--- config.mk ---
export PLATFORM = sky130hd
export DESIGN_NAME = binomial_divisor_count_flat
export DESIGN_NICKNAME = d
export VERILOG_FILES = /design/src/sv/bdc_pkg.sv /design/src/sv/bdc_if.sv /design/src/sv/bdc_queue.sv /design/src/sv/bdc_front.sv /design/src/sv/bdc_back.sv /design/src/sv/binomial_divisor_count.sv /design/src/flat_wrapper.sv
export SDC_FILE = /design/constraint.sdc
export NUM_CORES = 1
export LEC_CHECK = 0
export ABC_AREA = 0
export BUFFER_PORTS_ARGS = -buffer_cell sky130_fd_sc_hd__buf_2
export CAP_MARGIN = 30
export CORE_MARGIN = 3
export CORE_UTILIZATION = 25
export CTS_BUF_LIST = sky130_fd_sc_hd__clkbuf_2 sky130_fd_sc_hd__clkbuf_4 sky130_fd_sc_hd__clkbuf_8
export CTS_CLUSTER_DIAMETER = 40
export DETAILED_ROUTE_END_ITERATION = 6
export MAX_ROUTING_LAYER = met4
export SETUP_SLACK_MARGIN = 0.5
export SKIP_LAST_GASP = 1
export SYNTH_ARGS = -nofsm -noshare
export SYNTH_HDL_FRONTEND = slang
export SYNTH_SLANG_ARGS = --single-unit
--- constraint.sdc ---
create_clock -name clk -period 7.7 [get_ports clk]
set_clock_uncertainty 0.1 [all_clocks]
set_input_delay 1.54 -clock clk [delete_from_list [all_inputs] [get_ports clk]]
set_output_delay 1.54 -clock clk [all_outputs]
set_load 0.02 [all_outputs]
--- src/sv/bdc_pkg.sv ---
// ----------------------------------------------------------------------------
// bdc_pkg
// Shared widths, job types and the elaboration-time prime list.
// ----------------------------------------------------------------------------
`default_nettype none

package bdc_pkg;

	localparam int unsigned DATA_W        = 9;
	localparam int unsigned COUNT_W       = 64;
	localparam int unsigned EXP_W         = 4;
	localparam int unsigned MAX_N_DEFAULT = 511;
	localparam int unsigned MAX_N_LIMIT   = 4095;
	localparam int unsigned PRIME_W_MAX   = 12;
	localparam int unsigned PRIME_CAP     = 564;
	localparam int unsigned QUEUE_DEPTH   = 2;
	localparam int unsigned LANES         = 3;

	typedef logic [DATA_W-1:0] arg_t;

	typedef struct packed {
		arg_t total_n;
		arg_t chosen_k;
		arg_t rest;
		logic bad;
	} job_t;

	typedef struct packed {
		logic push;
		job_t job;
	} push_t;

	typedef struct packed {
		logic avail;
		job_t job;
	} head_t;

	typedef logic [PRIME_W_MAX-1:0] prime_t;
	typedef prime_t [PRIME_CAP-1:0] prime_list_t;

	// Composite marks from a sieve; used at elaboration only.
	function automatic logic [MAX_N_LIMIT:0] sieve(input int unsigned max_n);
		logic [MAX_N_LIMIT:0] comp;
		int unsigned i;
		int unsigned j;
		comp = '0;
		for (i = 2; i * i <= max_n; i++) begin
			if (!comp[i]) begin
				for (j = i * i; j <= max_n; j += i) begin
					comp[j] = 1'b1;
				end
			end
		end
		return comp;
	endfunction

	function automatic int unsigned prime_count(input int unsigned max_n);
		logic [MAX_N_LIMIT:0] comp;
		int unsigned i;
		int unsigned cnt;
		comp = sieve(max_n);
		cnt  = 0;
		for (i = 2; i <= max_n; i++) begin
			if (!comp[i]) begin
				cnt++;
			end
		end
		return cnt;
	endfunction

	function automatic prime_list_t prime_list(input int unsigned max_n);
		logic [MAX_N_LIMIT:0] comp;
		prime_list_t list;
		int unsigned i;
		int unsigned cnt;
		comp = sieve(max_n);
		list = '0;
		cnt  = 0;
		for (i = 2; i <= max_n; i++) begin
			if (!comp[i]) begin
				list[cnt] = prime_t'(i);
				cnt++;
			end
		end
		return list;
	endfunction

endpackage

`default_nettype wire

--- src/sv/bdc_if.sv ---
// ----------------------------------------------------------------------------
// bdc_req_if / bdc_rsp_if
// Valid/ready channels carrying request and response words.
// ----------------------------------------------------------------------------
`default_nettype none

interface bdc_req_if;
	logic              valid;
	logic              ready;
	bdc_pkg::arg_t     total_n;
	bdc_pkg::arg_t     chosen_k;

	modport source (output valid, output total_n, output chosen_k, input ready);
	modport sink   (input valid, input total_n, input chosen_k, output ready);
endinterface

interface bdc_rsp_if;
	logic                         valid;
	logic                         ready;
	logic [bdc_pkg::COUNT_W-1:0]  divisor_count;
	logic                         overflow;
	logic                         bad_input;

	modport source (output valid, output divisor_count, output overflow, output bad_input,
		input ready);
	modport sink   (input valid, input divisor_count, input overflow, input bad_input,
		output ready);
endinterface

`default_nettype wire

--- src/sv/bdc_queue.sv ---
// ----------------------------------------------------------------------------
// bdc_queue
// Short FIFO of classified jobs between front and back.
// ----------------------------------------------------------------------------
`default_nettype none

module bdc_queue (
	input  logic            clk,
	input  logic            arst_n,
	input  bdc_pkg::push_t  push,
	input  logic            pop,
	output bdc_pkg::head_t  head,
	output logic            full
);

	localparam int unsigned DEPTH = bdc_pkg::QUEUE_DEPTH;
	localparam int unsigned PTR_W = (DEPTH > 1) ? $clog2(DEPTH) : 1;
	localparam int unsigned CNT_W = $clog2(DEPTH + 1);

	bdc_pkg::job_t     mem_q [DEPTH];
	logic [PTR_W-1:0]  wr_ptr_q;
	logic [PTR_W-1:0]  rd_ptr_q;
	logic [CNT_W-1:0]  cnt_q;
	logic              do_push;
	logic              do_pop;

	assign full       = (cnt_q == CNT_W'(DEPTH));
	assign head.avail = (cnt_q != '0);
	assign head.job   = mem_q[rd_ptr_q];
	assign do_push    = push.push && !full;
	assign do_pop     = pop && head.avail;

	// advance a pointer, wrapping at the depth
	function automatic logic [PTR_W-1:0] bump(input logic [PTR_W-1:0] ptr);
		logic [PTR_W-1:0] nxt;
		nxt = (ptr == PTR_W'(DEPTH - 1)) ? '0 : ptr + PTR_W'(1);
		return nxt;
	endfunction

	always_ff @(posedge clk or negedge arst_n) begin
		if (!arst_n) begin
			wr_ptr_q <= '0;
			rd_ptr_q <= '0;
			cnt_q    <= '0;
		end else begin
			if (do_push) begin
				wr_ptr_q <= bump(wr_ptr_q);
			end
			if (do_pop) begin
				rd_ptr_q <= bump(rd_ptr_q);
			end
			if (do_push && !do_pop) begin
				cnt_q <= cnt_q + CNT_W'(1);
			end else if (do_pop && !do_push) begin
				cnt_q <= cnt_q - CNT_W'(1);
			end
		end
	end

	always_ff @(posedge clk) begin
		if (do_push) begin
			mem_q[wr_ptr_q] <= push.job;
		end
	end

endmodule

`default_nettype wire

--- src/sv/bdc_front.sv ---
// ----------------------------------------------------------------------------
// bdc_front
// Accept request words, flag k > n and precompute n - k.
// ----------------------------------------------------------------------------
`default_nettype none

module bdc_front (
	bdc_req_if.sink         req,
	input  logic            full,
	output bdc_pkg::push_t  push
);

	assign req.ready         = !full;
	assign push.push         = req.valid && !full;
	assign push.job.total_n  = req.total_n;
	assign push.job.chosen_k = req.chosen_k;
	assign push.job.bad      = (req.chosen_k > req.total_n);
	// drop the borrow; only meaningful when k <= n
	assign push.job.rest     = req.total_n - req.chosen_k;

endmodule

`default_nettype wire

--- src/sv/bdc_back.sv ---
// ----------------------------------------------------------------------------
// bdc_back
// Walk the prime list, count carries by repeated division, multiply factors.
// ----------------------------------------------------------------------------
`default_nettype none

module bdc_back #(
	parameter int unsigned MAX_N = bdc_pkg::MAX_N_DEFAULT
) (
	input  logic            clk,
	input  logic            arst_n,
	input  bdc_pkg::head_t  head,
	output logic            pop,
	bdc_rsp_if.source       rsp
);

	localparam int unsigned DW         = bdc_pkg::DATA_W;
	localparam int unsigned CW         = bdc_pkg::COUNT_W;
	localparam int unsigned EW         = bdc_pkg::EXP_W;
	localparam int unsigned LN         = bdc_pkg::LANES;
	localparam int unsigned WIDE_W     = CW + EW;
	localparam int unsigned NUM_PRIMES = bdc_pkg::prime_count(MAX_N);
	localparam int unsigned PRIME_W    = $clog2(MAX_N + 1);
	localparam int unsigned CMP_W      = (PRIME_W > DW) ? PRIME_W : DW;
	localparam int unsigned IDX_W      = (NUM_PRIMES > 1) ? $clog2(NUM_PRIMES) : 1;
	localparam int unsigned STEP_W     = $clog2(DW);
	localparam bdc_pkg::prime_list_t PRIME_LIST = bdc_pkg::prime_list(MAX_N);

	typedef enum logic [7:0] {
		S_IDLE  = 8'b0000_0001,
		S_FETCH = 8'b0000_0010,
		S_CHECK = 8'b0000_0100,
		S_LEVEL = 8'b0000_1000,
		S_DIV   = 8'b0001_0000,
		S_ACC   = 8'b0010_0000,
		S_MULT  = 8'b0100_0000,
		S_DONE  = 8'b1000_0000
	} state_t;

	state_t               state_q;
	logic [IDX_W-1:0]     idx_q;
	logic [STEP_W-1:0]    step_q;
	logic [PRIME_W-1:0]   prime_q;
	logic [DW-1:0]        n_q;
	logic [DW-1:0]        k_q;
	logic [DW-1:0]        rest_q;
	logic                 bad_q;
	logic [DW-1:0]        quo_q [LN];
	logic [DW-1:0]        rem_q [LN];
	logic [EW-1:0]        exp_q;
	logic [CW-1:0]        prod_q;
	logic                 ovf_q;
	logic                 valid_q;
	logic [CW-1:0]        count_out_q;
	logic                 ovf_out_q;
	logic                 bad_out_q;

	logic [CMP_W-1:0]     prime_ext;
	logic [CMP_W-1:0]     n_ext;
	logic [DW-1:0]        div_p;
	logic [DW-1:0]        quo_nxt [LN];
	logic [DW-1:0]        rem_nxt [LN];
	logic [DW:0]          trial   [LN];
	logic                 ge      [LN];
	logic [EW-1:0]        factor;
	logic [WIDE_W-1:0]    wide;
	logic                 out_free;

	assign prime_ext = CMP_W'(prime_q);
	assign n_ext     = CMP_W'(n_q);
	// the divisor is only used once the prime is known not to exceed n
	assign div_p     = DW'(prime_ext);
	assign factor    = exp_q + EW'(1);
	assign wide      = WIDE_W'(prod_q) * WIDE_W'(factor);
	assign out_free  = !valid_q || rsp.ready;
	assign pop       = (state_q == S_IDLE) && head.avail;

	// one restoring-division step on each lane
	always_comb begin
		for (int l = 0; l < LN; l++) begin
			trial[l]   = {rem_q[l], quo_q[l][DW-1]};
			ge[l]      = (trial[l] >= {1'b0, div_p});
			rem_nxt[l] = ge[l] ? DW'(trial[l] - {1'b0, div_p}) : DW'(trial[l]);
			quo_nxt[l] = {quo_q[l][DW-2:0], ge[l]};
		end
	end

	always_ff @(posedge clk or negedge arst_n) begin
		if (!arst_n) begin
			state_q <= S_IDLE;
			idx_q   <= '0;
			step_q  <= '0;
			valid_q <= 1'b0;
		end else begin
			if (state_q == S_DONE && out_free) begin
				valid_q <= 1'b1;
			end else if (rsp.ready) begin
				valid_q <= 1'b0;
			end
			unique case (state_q)
				S_IDLE: begin
					if (head.avail) begin
						idx_q   <= '0;
						state_q <= head.job.bad ? S_DONE : S_FETCH;
					end
				end
				S_FETCH: begin
					state_q <= S_CHECK;
				end
				S_CHECK: begin
					state_q <= (prime_ext > n_ext) ? S_DONE : S_LEVEL;
				end
				S_LEVEL: begin
					step_q  <= '0;
					state_q <= (quo_q[0] < div_p) ? S_MULT : S_DIV;
				end
				S_DIV: begin
					if (step_q == STEP_W'(DW - 1)) begin
						state_q <= S_ACC;
					end else begin
						step_q <= step_q + STEP_W'(1);
					end
				end
				S_ACC: begin
					state_q <= S_LEVEL;
				end
				S_MULT: begin
					if (idx_q == IDX_W'(NUM_PRIMES - 1)) begin
						state_q <= S_DONE;
					end else begin
						idx_q   <= idx_q + IDX_W'(1);
						state_q <= S_FETCH;
					end
				end
				S_DONE: begin
					if (out_free) begin
						state_q <= S_IDLE;
					end
				end
				default: begin
					state_q <= S_IDLE;
				end
			endcase
		end
	end

	always_ff @(posedge clk) begin
		unique case (state_q)
			S_IDLE: begin
				if (head.avail) begin
					n_q    <= head.job.total_n;
					k_q    <= head.job.chosen_k;
					rest_q <= head.job.rest;
					bad_q  <= head.job.bad;
					prod_q <= head.job.bad ? '0 : CW'(1);
					ovf_q  <= 1'b0;
				end
			end
			S_FETCH: begin
				prime_q <= PRIME_LIST[idx_q][PRIME_W-1:0];
			end
			S_CHECK: begin
				// reload the lanes with n, k and n - k for the new prime
				quo_q[0] <= n_q;
				quo_q[1] <= k_q;
				quo_q[2] <= rest_q;
				exp_q    <= '0;
			end
			S_LEVEL: begin
				for (int l = 0; l < LN; l++) begin
					rem_q[l] <= '0;
				end
			end
			S_DIV: begin
				for (int l = 0; l < LN; l++) begin
					quo_q[l] <= quo_nxt[l];
					rem_q[l] <= rem_nxt[l];
				end
			end
			S_ACC: begin
				// each level adds the carry, if any, of k + (n - k) in base p
				exp_q <= exp_q + EW'(quo_q[0] - quo_q[1] - quo_q[2]);
			end
			S_MULT: begin
				if (!ovf_q) begin
					if (|wide[WIDE_W-1:CW]) begin
						ovf_q  <= 1'b1;
						prod_q <= '1;
					end else begin
						prod_q <= wide[CW-1:0];
					end
				end
			end
			S_DONE: begin
				if (out_free) begin
					count_out_q <= prod_q;
					ovf_out_q   <= ovf_q;
					bad_out_q   <= bad_q;
				end
			end
			default: begin
			end
		endcase
	end

	assign rsp.valid         = valid_q;
	assign rsp.divisor_count = count_out_q;
	assign rsp.overflow      = ovf_out_q;
	assign rsp.bad_input     = bad_out_q;

endmodule

`default_nettype wire

--- src/sv/binomial_divisor_count.sv ---
// ----------------------------------------------------------------------------
// binomial_divisor_count
// Number of divisors of C(n,k) from Legendre exponents over a prime list.
// ----------------------------------------------------------------------------
// Each request word (total_n, chosen_k) yields one response word with the
// divisor count of C(n,k), saturated at all ones with overflow set, or zero
// with bad_input set when k > n. The back end takes a word from the queue;
// a bad word goes straight to posting its response. Otherwise, for every
// prime p <= n, it fetches p, checks it against n, divides out the L(p)
// base-p digits of n (L(p) = floor(log_p n)), one division level per digit,
// and multiplies in the factor; when the list holds a prime above n, it
// fetches and rejects that prime too before posting the response. The back
// end has a single three-lane restoring divider, which produces one
// quotient bit per cycle for n, k and n - k at once. The front end and a
// two-word queue keep accepting requests while the back end works, until
// the queue fills, and a response register lets the back end start the
// next word while a finished one waits downstream.
// MAX_N bounds the primes considered; the list is built at elaboration.
`default_nettype none

module binomial_divisor_count #(
	parameter int unsigned MAX_N = bdc_pkg::MAX_N_DEFAULT
) (
	input  logic       clk,
	input  logic       arst_n,
	bdc_req_if.sink    req,
	bdc_rsp_if.source  rsp
);

	bdc_pkg::push_t  push;
	bdc_pkg::head_t  head;
	logic            full;
	logic            pop;

	// classify incoming words
	bdc_front u_front (
		.req  (req),
		.full (full),
		.push (push)
	);

	// hold classified words until the back end is free
	bdc_queue u_queue (
		.clk    (clk),
		.arst_n (arst_n),
		.push   (push),
		.pop    (pop),
		.head   (head),
		.full   (full)
	);

	// factor, multiply and register the response
	bdc_back #(
		.MAX_N (MAX_N)
	) u_back (
		.clk    (clk),
		.arst_n (arst_n),
		.head   (head),
		.pop    (pop),
		.rsp    (rsp)
	);

endmodule

`default_nettype wire

--- src/flat_wrapper.sv ---
// flat-port wrapper written by rule: the top's interface ports become plain ports
module binomial_divisor_count_flat 
#(
	parameter int unsigned MAX_N = bdc_pkg::MAX_N_DEFAULT
)
  (clk, arst_n, req_valid, req_total_n, req_chosen_k, req_ready, rsp_valid, rsp_divisor_count, rsp_overflow, rsp_bad_input, rsp_ready);
  bdc_req_if req_i ();
  bdc_rsp_if rsp_i ();
  input  logic clk;
  input  logic arst_n;
  input wire logic [$bits(req_i.valid)-1:0] req_valid;
  input wire logic [$bits(req_i.total_n)-1:0] req_total_n;
  input wire logic [$bits(req_i.chosen_k)-1:0] req_chosen_k;
  output wire logic [$bits(req_i.ready)-1:0] req_ready;
  output wire logic [$bits(rsp_i.valid)-1:0] rsp_valid;
  output wire logic [$bits(rsp_i.divisor_count)-1:0] rsp_divisor_count;
  output wire logic [$bits(rsp_i.overflow)-1:0] rsp_overflow;
  output wire logic [$bits(rsp_i.bad_input)-1:0] rsp_bad_input;
  input wire logic [$bits(rsp_i.ready)-1:0] rsp_ready;
  assign req_i.valid = req_valid;
  assign req_i.total_n = req_total_n;
  assign req_i.chosen_k = req_chosen_k;
  assign req_ready = req_i.ready;
  assign rsp_valid = rsp_i.valid;
  assign rsp_divisor_count = rsp_i.divisor_count;
  assign rsp_overflow = rsp_i.overflow;
  assign rsp_bad_input = rsp_i.bad_input;
  assign rsp_i.ready = rsp_ready;
  binomial_divisor_count #(.MAX_N(MAX_N)) u_core (.clk(clk), .arst_n(arst_n), .req(req_i), .rsp(rsp_i));
endmodule
== Word-level counts from Yosys, hierarchy flattened ==
Memories as Yosys holds them, arrays and structs flattened. A register that Yosys moved wholly into a read port is not among the register bits.
Cells that the tools add are included.

* Reductions and logical operators: 26
* Bitwise logic cells: 6
* Mux-type cells: 46
* Magnitude comparators: 6
* Add/subtract/negate cells: 14
* Eq/ne operators: 17
* Multipliers: 1

{| class="wikitable"
|+ Operator list
! kind !! count
|-
| two-way mux 64 bit || 3
|-
| case mux 64 bit (2 select lines) || 1
|-
| two-way mux 9 bit || 9
|-
| multiplier 64 x 4 -> 68 bit || 1
|-
| case mux 8 bit (8 select lines) || 1
|-
| two-way mux 8 bit || 6
|-
| subtractor 9 bit || 4
|-
| >= comparator 10 x 9 -> 1 bit || 3
|-
| two-way mux 7 bit || 3
|-
| greater-than comparator 9 bit || 2
|-
| two-way mux 1 bit || 16
|-
| case mux 4 bit (2 select lines) || 2
|-
| case mux 7 bit (2 select lines) || 1
|-
| inequality test 2 bit (second input constant) || 6
|-
| nonzero test 2 bit || 6
|-
| less-than comparator 9 bit || 1
|-
| AND reduction 3 bit || 3
|-
| adder 4 x 1 -> 4 bit (second input constant) || 2
|-
| == test 8 x 1 -> 1 bit (second input constant) || 1
|-
| == test 8 x 2 -> 1 bit (second input constant) || 1
|-
| == test 8 x 3 -> 1 bit (second input constant) || 1
|-
| == test 8 x 4 -> 1 bit (second input constant) || 1
|-
| == test 8 x 5 -> 1 bit (second input constant) || 1
|-
| == test 8 x 6 -> 1 bit (second input constant) || 1
|-
| 20 further kinds || 40
|}

* Memories kept: 4
* Memory bits (read-only): 1536
* Memory bits (writable): 110
* Logic and storage cells: 137
* Flip-flop bits (word level): 187

{| class="wikitable"
|+ Memory list
! memory !! words !! width !! read ports !! clocked after memory_dff !! wr ports !! RTL line !! text
|-
| (no name shown) || 128 || 12 || 1 || 1 || 0 || bdc_back.sv:160 || <nowiki>prime_q <= PRIME_LIST[idx_q][PRIME_W-1:0];</nowiki>
|-
| u_core.u_queue.mem_q || 2 || 28 || 1 || 0 || 1 || bdc_queue.sv:20 || <nowiki>bdc_pkg::job_t mem_q [DEPTH];</nowiki>
|-
| u_core.u_back.quo_q || 3 || 9 || 3 || 0 || 3 || bdc_back.sv:48 || <nowiki>logic [DW-1:0] quo_q [LN];</nowiki>
|-
| u_core.u_back.rem_q || 3 || 9 || 3 || 0 || 3 || bdc_back.sv:49 || <nowiki>logic [DW-1:0] rem_q [LN];</nowiki>
|}

== Longest topological paths before layout ==
Gate-level depths: netlist (run 1).

* Word-level depth: 8
* Gate-level depth with buffers: 22
* Mapped depth without buffers: 18

== By module ==
Synthesis (run 1) repeated with hierarchy kept, for this count alone.

* Cells, all modules: 2348
* Area total of the unflattened synthesis: 23642.7 sq um

{| class="wikitable"
|+ Modules (own cells, without submodules)
! module !! area each (sq um) !! sequential area each (sq um) !! instances !! cells an instance
|-
| bdc_back || 20794.9 || 7288.2 || 1 || 2160
|-
| bdc_queue || 2265.9 || 1781.7 || 1 || 106
|-
| bdc_front || 581.8 || 0.0 || 1 || 82
|}

== Worst setup path after synthesis (run 1) ==
Ideal clock, no wire load.

* Path kind: reg2reg
* From: register u_core.u_back.state_q[5]
* To: register u_core.u_back.prod_q[0], enable pin
* Data arrival time: 6.082 ns
* Library setup time: 0.574 ns
* Cell stages (with the launch flop): 6
* Clock period less this slack: 6.757 ns
* Data required time: 7.026 ns
* Path slack: 0.943 ns
* Cell sequence: dfrtp_1 or4_1 nor3_1 nand3b_1 clkbuf_1 o21ai_0

* Word-level cells in the longest chain between the ends: 3

{| class="wikitable"
|+ RTL lines
! what !! RTL line !! text
|-
| start, declared || bdc_back.sv:40 || <nowiki>state_t state_q;</nowiki>
|-
| start signal, assigned || bdc_back.sv:104 || <nowiki>state_q <= head.job.bad ? S_DONE : S_FETCH;</nowiki>
|-
| start signal, assigned || bdc_back.sv:111 || <nowiki>state_q <= (prime_ext > n_ext) ? S_DONE : S_LEVEL;</nowiki>
|-
| start signal, assigned || bdc_back.sv:115 || <nowiki>state_q <= (quo_q[0] < div_p) ? S_MULT : S_DIV;</nowiki>
|-
| == test 8 x 7 -> 1 bit / == test 8 x 1 -> 1 bit (equally long branches) || bdc_back.sv:148 || <nowiki>unique case (state_q)</nowiki>
|-
| inequality test 2 bit (no source line) / nonzero test 2 bit (equally long branches) || n/a ||
|-
| AND reduction 3 bit (no source line) * || n/a ||
|-
| end signal, assigned || bdc_back.sv:155 || <nowiki>prod_q <= head.job.bad ? '0 : CW'(1);</nowiki>
|-
| end signal, assigned || bdc_back.sv:190 || <nowiki>prod_q <= wide[CW-1:0];</nowiki>
|-
| end, declared || bdc_back.sv:51 || <nowiki>logic [CW-1:0] prod_q;</nowiki>
|}

Mark *: on every way between the ends. The rest lies on a longest branch, timed or not.
A chain may end at the register's enable or synchronous reset.

== Worst setup path in the final report (run 1) ==
* From: register u_core.u_back.exp_q[0]
* To: register u_core.u_back.prod_q[17] (data pin)

* Word-level cells in the longest chain between the ends: 6

{| class="wikitable"
|+ RTL lines
! what !! RTL line !! text
|-
| start, declared || bdc_back.sv:50 || <nowiki>logic [EW-1:0] exp_q;</nowiki>
|-
| start signal, assigned || bdc_back.sv:182 || <nowiki>exp_q <= exp_q + EW'(quo_q[0] - quo_q[1] - quo_q[2]);</nowiki>
|-
| adder 4 x 1 -> 4 bit * || bdc_back.sv:73 || <nowiki>assign factor = exp_q + EW'(1);</nowiki>
|-
| multiplier 64 x 4 -> 68 bit * || bdc_back.sv:74 || <nowiki>assign wide = WIDE_W'(prod_q) * WIDE_W'(factor);</nowiki>
|-
| OR reduction 4 bit || bdc_back.sv:186 || <nowiki>if (|wide[WIDE_W-1:CW]) begin</nowiki>
|-
| two-way mux 64 bit * || bdc_back.sv:186 ||
|-
| two-way mux 64 bit * || bdc_back.sv:185 || <nowiki>if (!ovf_q) begin</nowiki>
|-
| case mux 64 bit (2 select lines) * || bdc_back.sv:148 ||
|}

Mark *: on every way between the ends. The rest lies on a longest branch, timed or not. The select of a mux whose other input is x is not followed.

==> results.json, run 1 <==
{
  "areaGrowthSynthToFinish_pct": 15.9,
  "worst_slack_ps": 995,
  "cts_root_buffer": "clkbuf_8",
  "cp_cell_sequence": "ha_2 > xor2_4 > buf_4 > and2_1 > fa_1 > inv_1 > fa_1 > inv_1 > ha_1 > nand4_1 > nor4_1 > inv_1 > a211oi_2 > o211ai_1 > a31oi_2 > mux2i_1 > o2111ai_1 > nor4_4 > buf_12 > a21oi_1",
  "finalHoldViolations": 0,
  "via_per_inst": 4.51,
  "required_ps": 7970,
  "wl_mm": 57.3,
  "cts_buffers": 74,
  "wl_met3_mm": 3.38,
  "layout_commonest_cell": "inv_1",
  "finalSetupViolCount": 0,
  "worstRegToRegCells": 20,
  "core_area_sq_um": 92400,
  "hpwl_mm": 40.6,
  "critPathMaxStageDelay_ps": 650,
  "holdWs_ps": 332,
  "synthFlopType": "edfxtp_1",
  "wl_per_cell_um": 15.4,
  "min_path_type": "flip-flop to flip-flop",
  "path_clk_slew_ps": 50,
  "power_density_nw_per_um2": 314,
  "ant_nets": 0,
  "critPathMaxFanout": 65,
  "arrival_ps": 6970,
  "port_buffers": 89,
  "numClockSinks": 306,
  "rsz0062_at_grt": "no",
  "async_reset_ff_share_pct": 7.84,
  "firstDrtPassIters": 6,
  "syn_inst": 2318,
  "slew_headroom_pct": 34.9,
  "final_area_sq_um": 27200,
  "critPathTopFamily": "adder cells",
  "period_share_pct": 87.1,
  "antenna_found_initial": 2,
  "synth_edf_count": 282,
  "drive_above_1_share_pct": 15.0,
  "cts_buffer_depth": 3,
  "syn-num-nets": 2622,
  "die_w_um": 312,
  "crit_buf_inv": 5,
  "maxCapViolCount": 0,
  "cp-end-kind": "flip-flop",
  "die_h_um": 312,
  "synth_area_sq_um": 23500,
  "maxSlewViolCount": 0,
  "routedLengthMet1_mm": 27.8,
  "slowest_stage": "edfxtp_1",
  "synth-seq-cells": 306,
  "synth_seq_area_share_pct": 38.6,
  "syn_area_per_cell_sq_um": 10.1,
  "final_util_pct": 29.5,
  "place_area_sq_um": 25300,
  "drc": 0,
  "dr_wl_met2_mm": 25.0,
  "worst_hold_path.num_cells": 0,
  "grt_pass1_wl_mm": 92.7,
  "grt-ovfl-total": 0,
  "postCtsHoldBufs": 0,
  "fin_nets": 2715,
  "h-tree-depth": 3,
  "rows": 111,
  "cp_num_cells": 20,
  "cts_tree": "yes",
  "finalSetupTns_ps": 0,
  "power.leakage_uw": 0.0112,
  "status": "finished, final reports clean",
  "fmax_mhz": 149,
  "period_minus_slack_ps": 6710,
  "cpMostUsedCell": "inv_1",
  "tightest_slew_ps": 976,
  "ir_worst_vdd_mv": 0.303,
  "insertion_delay_ps": 670,
  "grt_pass1_vias": 17000,
  "ys_warn_count": 0,
  "drtIter0Drc": 1242,
  "dieArea_sq_um": 97600,
  "synth_cell_types": 72,
  "vias": 16800,
  "start_util_pct": 25.4,
  "grt_max_degree": 66,
  "gp_congestion": 0.868,
  "io_pins": 90,
  "layout_common_cells": "inv_1 (308), edfxtp_1 (282), nand2_1 (180)",
  "grt_usage_pct": 12.0,
  "top_layer": "met4",
  "place_ws_ps": 749,
  "worstSetupPathType": "flip-flop to flip-flop",
  "start_kind": "flip-flop"
}
[flip-flops by register name, summed over array words and instances, names as in the netlist, 7 cells and up]
signal / flops
u_core.u_back.div_p: 9
u_core.u_back.idx_q: 7
u_core.u_back.k_q: 9
u_core.u_back.n_ext: 9
u_core.u_back.prod_q: 64
u_core.u_back.quo_q: 27
u_core.u_back.rem_q: 27
u_core.u_back.rest_q: 9
u_core.u_back.rsp.divisor_count: 64
u_core.u_back.state_q: 8
u_core.u_queue.mem_q: 56
[logic make-up after synthesis]
logic type | synth area share [%]
AO/OA/AOI/OAI | 13.0
XOR/XNOR | 3.96
adder cells (fa/ha/maj) | 19.3
buffers and inverters | 7.01
flip-flops | 38.6
multiplexers | 3.40
AND/OR/NAND/NOR | 14.6
[synth_stat cells, types with 12 or more instances]
master / number / area, sq um
edfxtp_1: 282 / 8470
nand4_1: 33 / 206
a21oi_2: 51 / 447
mux2i_1: 19 / 190
nand2b_1: 25 / 156
mux2_2: 52 / 586
o21ai_0: 97 / 485
o21bai_1: 14 / 105
nand3_1: 20 / 100
a21oi_1: 148 / 741
and2_1: 133 / 832
nor2b_1: 97 / 607
clkbuf_1: 74 / 278
buf_2: 16 / 80.1
a21o_1: 38 / 285
a31oi_1: 16 / 100
ha_1: 148 / 1850
a211oi_1: 23 / 173
inv_1: 309 / 1160
o21ai_1: 12 / 60.1
fa_1: 134 / 2680
nor3_1: 18 / 90.1
dfrtp_1: 23 / 576
o21a_1: 13 / 97.6
xor2_1: 49 / 429
xnor2_1: 57 / 499
o211ai_1: 14 / 105
nand2_1: 180 / 676
nor2_1: 112 / 420
[metrics by stage]
step,power (uW),instances
floorplan,5310,2318
global placement,6120,3572
detailed placement,6140,3573
CTS,8600,3708
global route,9170,3715
finish,8540,3715
[final timing paths]
| kind | startpoint | to | slack, ps |
|---|---|---|---|
| worst max-delay path | u_core.u_back.exp_q[0]$_SDFFCE_PN0P_ | u_core.u_back.prod_q[17]$_SDFFCE_PN0P_ | 990 |
| worst min-delay path | u_core.u_back.bad_q$_DFFE_PP_ | u_core.u_back.rsp.bad_input$_DFFE_PP_ | 330 |
| max in group asynchronous | arst_n | u_core.u_back.idx_q[2]$_DFFE_PN0P_ | 6280 |
| worst min register to register | u_core.u_back.bad_q$_DFFE_PP_ | u_core.u_back.rsp.bad_input$_DFFE_PP_ | 330 |
| worst max register to register | u_core.u_back.exp_q[0]$_SDFFCE_PN0P_ | u_core.u_back.prod_q[17]$_SDFFCE_PN0P_ | 990 |
| min in group asynchronous | arst_n | u_core.u_back.step_q[3]$_DFFE_PN0P_ | 810 |
[layer usage]
layer	GRT usage, %	up-vias
met3	2.86	86
met1	16.3	8178
met5	-	-
li1	-	8122
met4	3.42	0
met2	17.7	368
[worst reg2reg max path, cell delays in order, from the launching register on]
cell       delay (ps)
edfxtp_1          650
ha_2              400
xor2_4            430
buf_4             480
and2_1            240
fa_1              430
inv_1              90
fa_1              390
inv_1              90
ha_1              280
nand4_1           200
nor4_1            340
inv_1              80
a211oi_2          400
o211ai_1          190
a31oi_2           270
mux2i_1           210
o2111ai_1         190
nor4_4            360
buf_12            440
a21oi_1           150
[final cells by class]
type                            instances  area, sq um
Antenna cell                            2         5.00
Clock buffer                           90         1160
Clock inverter                         45          658
Fill cell                            9657        65200
Inverter                              309         1160
Multi-Input combinational cell       1605        12900
Sequential cell                       306         9070
Tap cell                             1243         1560
Timing Repair Buffer                  115          718
[timing repair]
action | CTS | global route
hold endpoints to repair | 0 | 0
setup endpoints to repair | 0 | 65
gates resized for setup | 0 | 3
setup buffers | 0 | 1
[power breakdown]
part / internal [uW] / leakage [uW] / switching (uW)
sequential: 2470 / 0.00300 / 386
combinational: 1170 / 0.00727 / 2120
clock: 1520 / 0.000921 / 878
total: 5150 / 0.0112 / 3390
Power figures use the tool's default switching activity.
==> run 2: changes to the inputs <==
--- a/config.mk
+++ b/config.mk
@@ -9,11 +9,12 @@
 export BUFFER_PORTS_ARGS = -buffer_cell sky130_fd_sc_hd__buf_2
 export CAP_MARGIN = 30
 export CORE_MARGIN = 3
-export CORE_UTILIZATION = 25
+export CORE_UTILIZATION = 60
 export CTS_BUF_LIST = sky130_fd_sc_hd__clkbuf_2 sky130_fd_sc_hd__clkbuf_4 sky130_fd_sc_hd__clkbuf_8
 export CTS_CLUSTER_DIAMETER = 40
 export DETAILED_ROUTE_END_ITERATION = 6
 export MAX_ROUTING_LAYER = met4
+export PLACE_DENSITY = 0.78
 export SETUP_SLACK_MARGIN = 0.5
 export SKIP_LAST_GASP = 1
 export SYNTH_ARGS = -nofsm -noshare
==> results.json, run 2 (synthesized netlist as in run 1, its figures left out) <==
{
  "status": "finished, final reports clean",
  "final_util_pct": 67.6,
  "h-tree-depth": 2,
  "hold_start": "u_core.u_back.bad_q$_DFFE_PP_",
  "regArea_sq_um": 9070,
  "drive_above_1_share_pct": 14.0,
  "finalSetupViolCount": 0,
  "critPathMaxFanout": 33,
  "hpwl_mm": 37.2,
  "areaGrowthSynthToFinish_pct": 9.77,
  "path_clk_slew_ps": 60,
  "cp_cell_sequence": "ha_1 > xor2_4 > buf_4 > and2_1 > fa_1 > inv_1 > fa_1 > inv_1 > ha_1 > o211ai_1 > o21ai_1 > a41oi_1 > o21ai_1 > a31oi_2 > o21ai_1 > a31oi_1 > xnor2_1 > nor4_4 > buf_4 > a21oi_1",
  "finalSetupTns_ps": 0,
  "die_w_um": 204,
  "power_density_nw_per_um2": 303,
  "wl_mm": 52.4,
  "period_share_pct": 87.8,
  "rsz0062_at_grt": "no",
  "cts_tree": "yes",
  "grt_max_degree": 67,
  "period_minus_slack_ps": 6760,
  "cp-end-kind": "flip-flop",
  "whs_endpoint": "u_core.u_back.rsp.bad_input$_DFFE_PP_",
  "io_pins": 90,
  "layout_commonest_cell": "inv_1",
  "worstSetupPathType": "flip-flop to flip-flop",
  "dieArea_sq_um": 41500,
  "slew_headroom_pct": 31.2,
  "fmax_mhz": 148,
  "ir_worst_vdd_mv": 0.325,
  "start_util_pct": 61.6,
  "reg2reg_to": "u_core.u_back.prod_q[18]$_SDFFCE_PN0P_",
  "worst_slack_ps": 941,
  "worst_hold_path.num_cells": 0,
  "diodes": 0,
  "critPathMaxStageDelay_ps": 620,
  "cts_buffer_depth": 3,
  "arrival_ps": 7040,
  "cts_root_buffer": "clkbuf_8",
  "power.leakage_uw": 0.0109,
  "critPathTopFamily": "compound AO/OA/AOI/OAI gates",
  "drc": 0,
  "worstRegToRegCells": 20,
  "grt_pass1_vias": 17100,
  "maxCapViolCount": 0,
  "reg2reg_from": "u_core.u_back.exp_q[0]$_SDFFCE_PN0P_",
  "via_per_inst": 5.80,
  "firstDrtPassIters": 6,
  "vias": 17100,
  "gp_congestion": 0.946,
  "rows": 71,
  "place_ws_ps": 645,
  "port_buffers": 89,
  "multi_input_area_sq_um": 12900,
  "fillerInstances": 2809,
  "layout_common_cells": "inv_1 (308), edfxtp_1 (282), nand2_1 (180)",
  "grt_usage_pct": 26.1,
  "holdWs_ps": 318,
  "wl_per_cell_um": 17.8,
  "cpMostUsedCell": "o21ai_1",
  "required_ps": 7990,
  "slowest_stage": "edfxtp_1",
  "grt_pass1_wl_mm": 85.9,
  "min_path_type": "flip-flop to flip-flop",
  "tightest_slew_ps": 1030,
  "start_kind": "flip-flop",
  "ant_nets": 0,
  "antenna_found_initial": 0,
  "maxSlewViolCount": 0,
  "drtIter0Drc": 1337,
  "insertion_delay_ps": 680,
  "cts_buffers": 57,
  "crit_buf_inv": 4,
  "numClockSinks": 306,
  "fin_nets": 2697,
  "core_area_sq_um": 38100,
  "finalHoldViolations": 0,
  "postCtsHoldBufs": 0,
  "die_h_um": 204,
  "grt-ovfl-total": 0,
  "r2r_slack_ps": 940
}
-- run 2: layout make-up --
class                   count  area share, %
flip-flops and latches    306           35.2
repair buffers            114           2.83
multi-input cells        1605           50.0
clock inverters            25           1.07
well taps                 511           2.48
inverters                 309           4.50
clock buffers              80           3.93
-- run 2: through the flow --
step                      cells  area [sq um]  power, uW
after floorplan            2318         23500       5310
after global placement     2837         24300       5910
after detailed placement   2839         24300       6010
after CTS                  2944         25600       7800
after global routing       2950         25800       8350
final                      2950         25800       7810
-- run 2: report_power, final --
group	total, uW	internal, uW	leakage [uW]	switching, uW
Combinational	3250	1140	0.00727	2110
Sequential	2830	2470	0.00300	357
Clock	1740	1000	0.000660	738
Total	7810	4610	0.0109	3200
-- run 2: routing by layer --
metal | vias up | GRT usage [%] | share of wire (%)
met1 | 8380 | 35.1 | 44
met2 | 558 | 41.6 | 47
met4 | 0 | 7.96 | 2.6
met5 | - | - | 0
met3 | 102 | 3.93 | 6.4
li1 | 8061 | - | -
-- run 2: timing repair --
item / 4_1_cts / 5_1_grt
endpoints found under the hold margin: 0 / 0
endpoints found under the setup margin: 0 / 65
setup buffers: 0 / 2
gates resized for setup: 0 / 4
-- run 2: how the worst max path moves through the flow --
stage | startpoint | cells after the start | to | slack, ps
2_1_floorplan | u_core.u_back.state_q[5]$_DFFE_PN0P_ | 5 | u_core.u_back.prod_q[0]$_DFFE_PP_ | 940
3_3_place_gp | u_core.u_back.exp_q[0]$_SDFFCE_PN0P_ | 19 | u_core.u_back.prod_q[20]$_SDFFCE_PN0P_ | 890
3_5_place_dp | u_core.u_back.exp_q[0]$_SDFFCE_PN0P_ | 19 | u_core.u_back.prod_q[21]$_SDFFCE_PN0P_ | 650
4_1_cts | u_core.u_back.exp_q[0]$_SDFFCE_PN0P_ | 19 | u_core.u_back.prod_q[21]$_SDFFCE_PN0P_ | 590
5_1_grt | u_core.u_back.exp_q[0]$_SDFFCE_PN0P_ | 20 | u_core.u_back.prod_q[13]$_SDFFCE_PN0P_ | 530
6_report | u_core.u_back.exp_q[0]$_SDFFCE_PN0P_ | 20 | u_core.u_back.prod_q[18]$_SDFFCE_PN0P_ | 940
